File: config.mk
export PLATFORM = sky130hd
export DESIGN_NAME = character_stream_tokenizer_unit
export DESIGN_NICKNAME = d
export VERILOG_FILES = /design/src/design/cst_pkg.sv /design/src/design/character_stream_tokenizer_unit.sv /design/src/design/cst_lexer.sv
export SDC_FILE = /design/constraint.sdc
export NUM_CORES = 1
export LEC_CHECK = 0
export BUFFER_PORTS_ARGS = -buffer_cell sky130_fd_sc_hd__buf_2
export CAP_MARGIN = 15
export CORE_MARGIN = 1
export CORE_UTILIZATION = 64
export DETAILED_ROUTE_END_ITERATION = 7
export PLACE_DENSITY = 0.85
export SLEW_MARGIN = 20
export SYNTH_ARGS = -nofsm -noshare
export SYNTH_HDL_FRONTEND = slang
export SYNTH_SLANG_ARGS = --single-unit
File: constraint.sdc
create_clock -name clk -period 10.2 [get_ports clk]
set_clock_uncertainty 0.15 [all_clocks]
set_input_delay 2.04 -clock clk [delete_from_list [all_inputs] [get_ports clk]]
set_output_delay 2.04 -clock clk [all_outputs]
set_load 0.005 [all_outputs]
File: src/design/cst_pkg.sv
package cst_pkg;

  localparam logic OP_BYTE = 1'b0;
  localparam logic OP_EOF  = 1'b1;

  localparam logic [1:0] TYPE_IDENT  = 2'd0;
  localparam logic [1:0] TYPE_SYMBOL = 2'd1;
  localparam logic [1:0] TYPE_NUMBER = 2'd2;
  localparam logic [1:0] TYPE_STRING = 2'd3;

  localparam logic [7:0] CH_EQ     = 8'h3D;
  localparam logic [7:0] CH_LPAREN = 8'h28;
  localparam logic [7:0] CH_RPAREN = 8'h29;
  localparam logic [7:0] CH_COMMA  = 8'h2C;
  localparam logic [7:0] CH_MINUS  = 8'h2D;
  localparam logic [7:0] CH_PLUS   = 8'h2B;
  localparam logic [7:0] CH_DOT    = 8'h2E;
  localparam logic [7:0] CH_QUOTE  = 8'h22;
  localparam logic [7:0] CH_UNDER  = 8'h5F;

  localparam int unsigned MAX_RES = 3;

  typedef enum logic [4:0] {
    MODE_IDLE  = 5'b00001,
    MODE_IDENT = 5'b00010,
    MODE_INT   = 5'b00100,
    MODE_FRAC  = 5'b01000,
    MODE_STR   = 5'b10000
  } lex_mode_t;

  typedef struct packed {
    logic [7:0] char_out;
    logic [1:0] token_type;
    logic       first_char;
    logic       last_char;
    logic       unterminated;
  } lex_res_t;

  function automatic lex_res_t make_res(logic [7:0] c, logic [1:0] t, logic f, logic l,
                                        logic u);
    lex_res_t r;
    r.char_out     = c;
    r.token_type   = t;
    r.first_char   = f;
    r.last_char    = l;
    r.unterminated = u;
    return r;
  endfunction

  function automatic logic is_alpha(logic [7:0] c);
    return ((c >= 8'h41) && (c <= 8'h5A)) || ((c >= 8'h61) && (c <= 8'h7A));
  endfunction

  function automatic logic is_digit(logic [7:0] c);
    return (c >= 8'h30) && (c <= 8'h39);
  endfunction

  function automatic logic is_symbol(logic [7:0] c);
    return (c == CH_EQ) || (c == CH_LPAREN) || (c == CH_RPAREN) || (c == CH_COMMA);
  endfunction

  function automatic logic [1:0] mode_type(lex_mode_t m);
    if (m == MODE_IDENT) return TYPE_IDENT;
    if (m == MODE_STR) return TYPE_STRING;
    return TYPE_NUMBER;
  endfunction

endpackage

File: src/design/character_stream_tokenizer_unit.sv
// A request's first result appears on the output in the cycle after it is taken.
// Throughput: one request per cycle while each causes at most one result and m_tready is
//   high; a request that causes several results holds the input while the buffer drains.
// The last char of an identifier or number waits for the next request before it is sent.
// Reset (rst, synchronous, active high) returns the lexer to idle and empties the buffer.
module character_stream_tokenizer_unit
  import cst_pkg::*;
(
  input  logic       clk,
  input  logic       rst,
  input  logic       s_tvalid,
  output logic       s_tready,
  input  logic [7:0] s_tdata,  // [7:0] char_in
  input  logic       s_tuser,  // [0] opcode
  output logic       m_tvalid,
  input  logic       m_tready,
  output logic [7:0] m_tdata,  // [7:0] char_out
  output logic [3:0] m_tuser,  // [1:0] token_type, [2] first_char, [3] unterminated
  output logic       m_tlast   // last_char
);

  lex_res_t [MAX_RES-1:0] step_res;
  logic [1:0]             step_count;
  lex_res_t [MAX_RES-1:0] buf_res;
  logic [1:0]             cnt;
  logic [1:0]             head;
  logic                   take;
  logic                   out_fire;
  lex_res_t               cur;

  assign out_fire = m_tvalid & m_tready;
  assign s_tready = (cnt == 2'd0) || (cnt == 2'd1 && m_tready);
  assign take     = s_tvalid & s_tready;

  cst_lexer u_lexer (
    .clk       (clk),
    .rst       (rst),
    .take      (take),
    .opcode    (s_tuser),
    .char_in   (s_tdata),
    .res       (step_res),
    .res_count (step_count)
  );

  always_ff @(posedge clk) begin
    if (rst) begin
      cnt  <= 2'd0;
      head <= 2'd0;
    end else if (take) begin
      cnt  <= step_count;
      head <= 2'd0;
    end else if (out_fire) begin
      cnt  <= cnt - 2'd1;
      head <= head + 2'd1;
    end
  end

  always_ff @(posedge clk) begin
    if (take) begin
      buf_res <= step_res;
    end
  end

  assign cur      = buf_res[head];
  assign m_tvalid = (cnt != 2'd0);
  assign m_tdata  = cur.char_out;
  assign m_tuser  = {cur.unterminated, cur.first_char, cur.token_type};
  assign m_tlast  = cur.last_char;

  a_buf_bound: assert property (@(posedge clk) disable iff (rst)
    ({1'b0, head} + {1'b0, cnt}) <= 3'd3)
    else $error("result buffer overrun");

  a_unterm: assert property (@(posedge clk) disable iff (rst)
    (m_tvalid && m_tuser[3]) |-> (m_tlast && m_tuser[1:0] == TYPE_STRING))
    else $error("unterminated flag on a non-closing or non-string character");

  a_symbol: assert property (@(posedge clk) disable iff (rst)
    (m_tvalid && m_tuser[1:0] == TYPE_SYMBOL) |-> (m_tuser[2] && m_tlast))
    else $error("symbol not a single-character token");

  a_drain: assert property (@(posedge clk) disable iff (rst)
    (m_tvalid && !m_tready && !s_tready) |=> $stable(cnt))
    else $error("buffer count moved while stalled");

endmodule

File: src/design/cst_lexer.sv
module cst_lexer
  import cst_pkg::*;
(
  input  logic                   clk,
  input  logic                   rst,
  input  logic                   take,
  input  logic                   opcode,
  input  logic [7:0]             char_in,
  output lex_res_t [MAX_RES-1:0] res,
  output logic [1:0]             res_count
);

  lex_mode_t  mode, mode_next;
  logic [7:0] held_char, held_char_next;
  logic       held_valid, held_valid_next;
  logic       held_is_first, held_is_first_next;
  logic       dot_waiting, dot_waiting_next;

  always_comb begin
    logic [1:0] n;
    logic       open_new;
    n                  = 2'd0;
    open_new           = 1'b0;
    res                = '0;
    mode_next          = mode;
    held_char_next     = held_char;
    held_valid_next    = held_valid;
    held_is_first_next = held_is_first;
    dot_waiting_next   = dot_waiting;

    if (opcode == OP_EOF) begin
      if (held_valid) begin
        res[n] = make_res(held_char, mode_type(mode), held_is_first, 1'b1, mode == MODE_STR);
        n = n + 2'd1;
      end
      held_valid_next    = 1'b0;
      held_is_first_next = 1'b0;
      held_char_next     = '0;
      dot_waiting_next   = 1'b0;
      mode_next          = MODE_IDLE;
    end else begin
      // pending dot: kept on any nonzero byte
      if (mode == MODE_INT && dot_waiting) begin
        dot_waiting_next = 1'b0;
        if (char_in != 8'h00) begin
          res[n] = make_res(held_char_next, TYPE_NUMBER, held_is_first_next, 1'b0, 1'b0);
          n = n + 2'd1;
          held_char_next     = CH_DOT;
          held_valid_next    = 1'b1;
          held_is_first_next = 1'b0;
          mode_next          = MODE_FRAC;
        end else begin
          if (held_valid_next) begin
            res[n] = make_res(held_char_next, TYPE_NUMBER, held_is_first_next, 1'b1, 1'b0);
            n = n + 2'd1;
          end
          held_valid_next    = 1'b0;
          held_is_first_next = 1'b0;
          held_char_next     = '0;
          mode_next          = MODE_IDLE;
        end
      end

      case (mode_next)
        MODE_IDENT, MODE_INT, MODE_FRAC: begin
          if (is_digit(char_in) ||
              (mode_next == MODE_IDENT && (is_alpha(char_in) || char_in == CH_UNDER))) begin
            res[n] = make_res(held_char_next, mode_type(mode_next), held_is_first_next,
                              1'b0, 1'b0);
            n = n + 2'd1;
            held_char_next     = char_in;
            held_valid_next    = 1'b1;
            held_is_first_next = 1'b0;
          end else if (mode_next == MODE_INT && char_in == CH_DOT) begin
            dot_waiting_next = 1'b1;
          end else begin
            if (held_valid_next) begin
              res[n] = make_res(held_char_next, mode_type(mode_next), held_is_first_next,
                                1'b1, 1'b0);
              n = n + 2'd1;
            end
            held_valid_next    = 1'b0;
            held_is_first_next = 1'b0;
            held_char_next     = '0;
            dot_waiting_next   = 1'b0;
            mode_next          = MODE_IDLE;
            open_new           = 1'b1;
          end
        end
        MODE_STR: begin
          res[n] = make_res(held_char_next, TYPE_STRING, held_is_first_next, 1'b0, 1'b0);
          n = n + 2'd1;
          if (char_in == CH_QUOTE) begin
            res[n] = make_res(char_in, TYPE_STRING, 1'b0, 1'b1, 1'b0);
            n = n + 2'd1;
            held_valid_next    = 1'b0;
            held_char_next     = '0;
            held_is_first_next = 1'b0;
            mode_next          = MODE_IDLE;
          end else begin
            held_char_next     = char_in;
            held_valid_next    = 1'b1;
            held_is_first_next = 1'b0;
          end
        end
        default: begin
          mode_next        = MODE_IDLE;
          held_valid_next  = 1'b0;
          dot_waiting_next = 1'b0;
          open_new         = 1'b1;
        end
      endcase

      if (open_new) begin
        if (is_alpha(char_in)) begin
          mode_next          = MODE_IDENT;
          held_char_next     = char_in;
          held_valid_next    = 1'b1;
          held_is_first_next = 1'b1;
        end else if (is_symbol(char_in)) begin
          res[n] = make_res(char_in, TYPE_SYMBOL, 1'b1, 1'b1, 1'b0);
          n = n + 2'd1;
        end else if (char_in == CH_MINUS || char_in == CH_PLUS || is_digit(char_in)) begin
          mode_next          = MODE_INT;
          held_char_next     = char_in;
          held_valid_next    = 1'b1;
          held_is_first_next = 1'b1;
        end else if (char_in == CH_QUOTE) begin
          mode_next          = MODE_STR;
          held_char_next     = char_in;
          held_valid_next    = 1'b1;
          held_is_first_next = 1'b1;
        end
      end
    end
    res_count = n;
  end

  always_ff @(posedge clk) begin
    if (rst) begin
      mode          <= MODE_IDLE;
      held_char     <= '0;
      held_valid    <= 1'b0;
      held_is_first <= 1'b0;
      dot_waiting   <= 1'b0;
    end else if (take) begin
      mode          <= mode_next;
      held_char     <= held_char_next;
      held_valid    <= held_valid_next;
      held_is_first <= held_is_first_next;
      dot_waiting   <= dot_waiting_next;
    end
  end

endmodule

==> PnR_summary.wiki <==
{| class="wikitable"
! Metric !! Value
|-
| Post-detailed-routing wire length || approximately 7.7 mm
|-
| Seq/Total Area, Yosys || 0.4434
|-
| Number of buffers created by CTS || 5
|-
| Synth Instances || between 300 and 400
|-
| Cell family contributing the most delay on the critical path || simple AND/OR/NAND/NOR gates
|-
| Complex-gate fraction of the synthesized area || 0.2184
|-
| CP max stage cell || sky130_fd_sc_hd__or3_1
|-
| Clk pin slew, worst setup/hold paths || approximately 0.10 ns
|-
| Class of the most critical hold timing path || flip-flop to flip-flop
|-
| Mapped cell area || around 3300 sq um
|-
| Yosys reg bits || 56
|-
| First-pass iteration count of the detailed router || 5
|-
| Worst skew pair latency || 0.32 ns
|-
| RR Endpoint || buf_res[9]
|-
| Count of endpoints failing hold in the final timing report || 0
|-
| Upper clock frequency limit || slightly below 200 MHz
|-
| Starting utilization of the core area || 0.6846
|-
| Dominant combinational cell family by area after synthesis || compound AO/OA/AOI/OAI gates
|-
| Number of flops mapped to enable cells by yosys || 36
|-
| Die ar. || approximately 5500 sq um
|-
| Cell row count || 25
|-
| Number of buffers added to fix hold violations after cts || 0
|-
| Synth-to-Final Area Change || 8.015%
|-
| Register-to-Register Path Depth || 10
|-
| Highest net fanout along the worst path || 12
|-
| Sort of element at the end of the critical path || flip-flop
|-
| Leakage Power || 1.359 nW
|-
| Fraction of synthesized area in multiplexers || 0.04232
|-
| Count of pins over their slew limit || 0
|-
| Number of antenna violations at the first check in global routing || 0
|-
| Count leader, synth || sky130_fd_sc_hd__nand2_1
|-
| XOR/XNOR share of the synthesized area || 0.01311
|-
| Number of unique standard cell types used by synthesis || 73
|-
| Top cells by count, synth || 39 x sky130_fd_sc_hd__nand2_1, 36 x sky130_fd_sc_hd__edfxtp_1, 24 x sky130_fd_sc_hd__o21ai_0
|-
| # Post-CTS Setup Buffers || 0
|-
| Residual DRC || 0
|-
| DP Wirelength || between 5 and 6 mm
|-
| Pin count of the biggest net entering global routing || 39
|-
| TritonCTS clock tree || done
|-
| Tcrit/Tclk final || 0.5051
|-
| Total power || between 0.5 and 0.6 mW
|-
| Maximum VDD drop || between 80 and 90 uV
|-
| Count of cells along the worst hold path || 1
|-
| Main area contributors after synthesis || sky130_fd_sc_hd__edfxtp_1 32%, sky130_fd_sc_hd__dfxtp_1 12%, sky130_fd_sc_hd__nand2_1 4.4%
|-
| Simple-gate area share of the yosys netlist || 0.2150
|-
| Time the final worst path needs with I/O delays and setup || about 5 ns
|-
| Buffer type at the clock tree root || sky130_fd_sc_hd__clkbuf_8
|-
| Number of nets still failing antenna checks after routing || 0
|-
| Dominant register cell in the synthesized netlist || sky130_fd_sc_hd__edfxtp_1
|-
| Yosys Warn Count || 0
|-
| Start point of the worst min-delay path || u_lexer.held_char[6]
|-
| Adder-cell share of the synthesized area || 0.02622
|-
| Port Buf Inserts || 27
|-
| Normalized max-slew margin || 0.3952
|-
| Die span in y || between 70 and 80 um
|-
| Status || finished, final reports clean
|-
| Filler cells || between 300 and 400
|-
| Aggregate global-route resource usage || 0.2978
|-
| Number of vias per cell after detailed routing || between 6 and 7
|-
| Flop-to-flop setup slack || ~6.3 ns
|-
| Pwr dens || between 150 and 200 nW/um^2
|-
| Clock H-tree levels || 2
|-
| Max stage delay on crit path || around 0.5 ns
|-
| Routed length per instance || ~18 um
|-
| Share of cells above drive strength 1 || 0.1713
|-
| Cells resized by post-CTS repair || 0
|-
| Crit path buf inv count || 3
|-
| GP Congestion || a little under 1
|-
| Beginning of the worst register-to-register path || u_lexer.mode[4]
|-
| Transition at the pin with the smallest max-transition slack || 0.9039 ns
|-
| Worst setup SP type || input port
|-
| Number of clock sinks seen by CTS || 56
|-
| Type of the worst setup path || input port to flip-flop
|-
| Cells along the critical path || buf_2 > nor4_4 > nand3_2 > o21ai_2 > clkinv_2 > ha_1 > nor4b_2 > or3_1 > inv_1 > ha_1 > nor3b_2 > a22o_1
|-
| Average footprint of a synthesized cell || a little under 10 sq um
|-
| Floorplan die width || 74.25 um
|-
| Boundary Pins || 28
|-
| Number of maximum-capacitance violations || 0
|-
| Proportion of netlist area held by the largest area contributor || 0.3236
|-
| Endpoint of the worst hold path || u_lexer.held_char[6]
|-
| Final setup violation count || 0
|-
| Number of global-route vias before repair || around 2600
|-
| Worst endpoint required time || slightly above 10 ns
|-
| Critical Path AT || between 5 and 6 ns
|-
| Total negative slack for setup checks || 0 ns
|-
| Total number of vias || 2714
|-
| Detailed router's first-iteration violation count || around 250
|-
| Number of buffers on the longest clock path || 2
|-
| Core area || 4880 sq um
|-
| Most prevalent standard cell on the critical path || sky130_fd_sc_hd__ha_1
|-
| Diodes inserted || 0
|-
| Async S/R FF share, synth || 0
|-
| Wire length of the first global-routing pass || 12.32 mm
|-
| Biggest area consumer among synthesized cells || sky130_fd_sc_hd__edfxtp_1
|-
| Nets || ~380
|-
| Setup repair after global routing missed its margin || false
|-
| Total grt overflow || 0
|-
| Util after Layout || 0.7395
|}
-- kinds of logic (layout without fill, tap and decap cells) --
group,after synthesis,count (layout)
flops,56,56
buf+inv,31,52
other cells,1,5
mux,14,14
simple gates,122,122
compound gates,101,101
xor+xnor,5,5
fa+ha+maj,7,7
-- placed cells by master, fill, tap and decap left out, drive strengths merged, types with 3 or more instances in the layout --
cell type and n:
inv 15, nor2 16, nand2 39, or3 5, o21ai 28, nor4 6
a22o 5, a21oi 16, and3 5, xor2 3, buf 29, o31ai 3
ha 7, nor2b 3, mux2i 13, a22oi 3, o2bb2ai 6, dfxtp 20
a211oi 3, o21bai 4, o22ai 3, and2 7, nor3 8, nor3b 7
clkbuf 5, conb 5, nand3 10, edfxtp 36, a31o 3, a21o 10
nand2b 4
-- power breakdown --
part | internal (mW) | leakage (nW) | switching (mW)
combinational | 0.0530 | 0.794 | 0.0802
clock | 0.0506 | 0.0463 | 0.0773
sequential | 0.289 | 0.519 | 0.0191
-- cell type report --
class                           instances  area, sq um  share of cell area
Tap cell                               67        83.83             0.02323
Inverter                               15        57.56             0.01595
Timing Repair Buffer                   29        150.1             0.04161
Sequential cell                        56         1481              0.4105
Clock inverter                          3        27.53            0.007628
Multi-Input combinational cell        254         1739              0.4820
Clock buffer                            5        68.82             0.01907
-- sequential cells by signal, indices dropped and copies added (netlist names) --
signal,cells
cnt,2
u_lexer.mode,5
buf_res,36
u_lexer.dot_waiting,1
u_lexer.held_char,8
u_lexer.held_is_first,1
u_lexer.held_valid,1
head,2
-- routing by layer --
layer / up-vias / GRT usage / part of all wire
met3: 22 / 0.04336 / 0.053
met5: - / 0 / 0
li1: 1310 / - / -
met2: 118 / 0.4960 / 0.49
met4: 0 / 0.1321 / 0.027
met1: 1264 / 0.3873 / 0.43
-- worst max path at each step --
stage,slack [ns],cells after the start,from,endpoint
floorplan,5.36,13,s_tdata[4],buf_res[5]
global placement,4.98,12,s_tdata[4],buf_res[7]
detailed placement,4.79,12,s_tdata[4],buf_res[7]
CTS,5.08,12,s_tdata[4],buf_res[9]
global route,4.83,13,s_tdata[4],buf_res[12]
finish,5.05,12,s_tdata[4],buf_res[9]
-- through the flow --
step | area, sq um | hold WS [ns] | setup WS, ns | std cells
3_3_place_gp | 3512 | 0.3040 | 4.982 | 421
3_5_place_dp | 3512 | 0.3065 | 4.785 | 421
4_1_cts | 3608 | 0.3300 | 5.079 | 429
2_1_floorplan | 3356 | 0.2742 | 5.359 | 341
5_1_grt | 3608 | 0.3437 | 4.829 | 429
6_report | 3608 | 0.3305 | 5.048 | 429
-- worst reg2reg max path, cell delays in order, from the launching register on --
cell and delay (ns):
sky130_fd_sc_hd__dfxtp_1 0.40, sky130_fd_sc_hd__nor4_2 0.54, sky130_fd_sc_hd__and3_2 0.33, sky130_fd_sc_hd__mux2_2 0.37, sky130_fd_sc_hd__ha_1 0.27, sky130_fd_sc_hd__nor4b_2 0.17, sky130_fd_sc_hd__or3_1 0.49, sky130_fd_sc_hd__inv_1 0.12
sky130_fd_sc_hd__ha_1 0.22, sky130_fd_sc_hd__nor3b_2 0.46, sky130_fd_sc_hd__a22o_1 0.22
No activity file was read; power rests on OpenSTA's default activity.
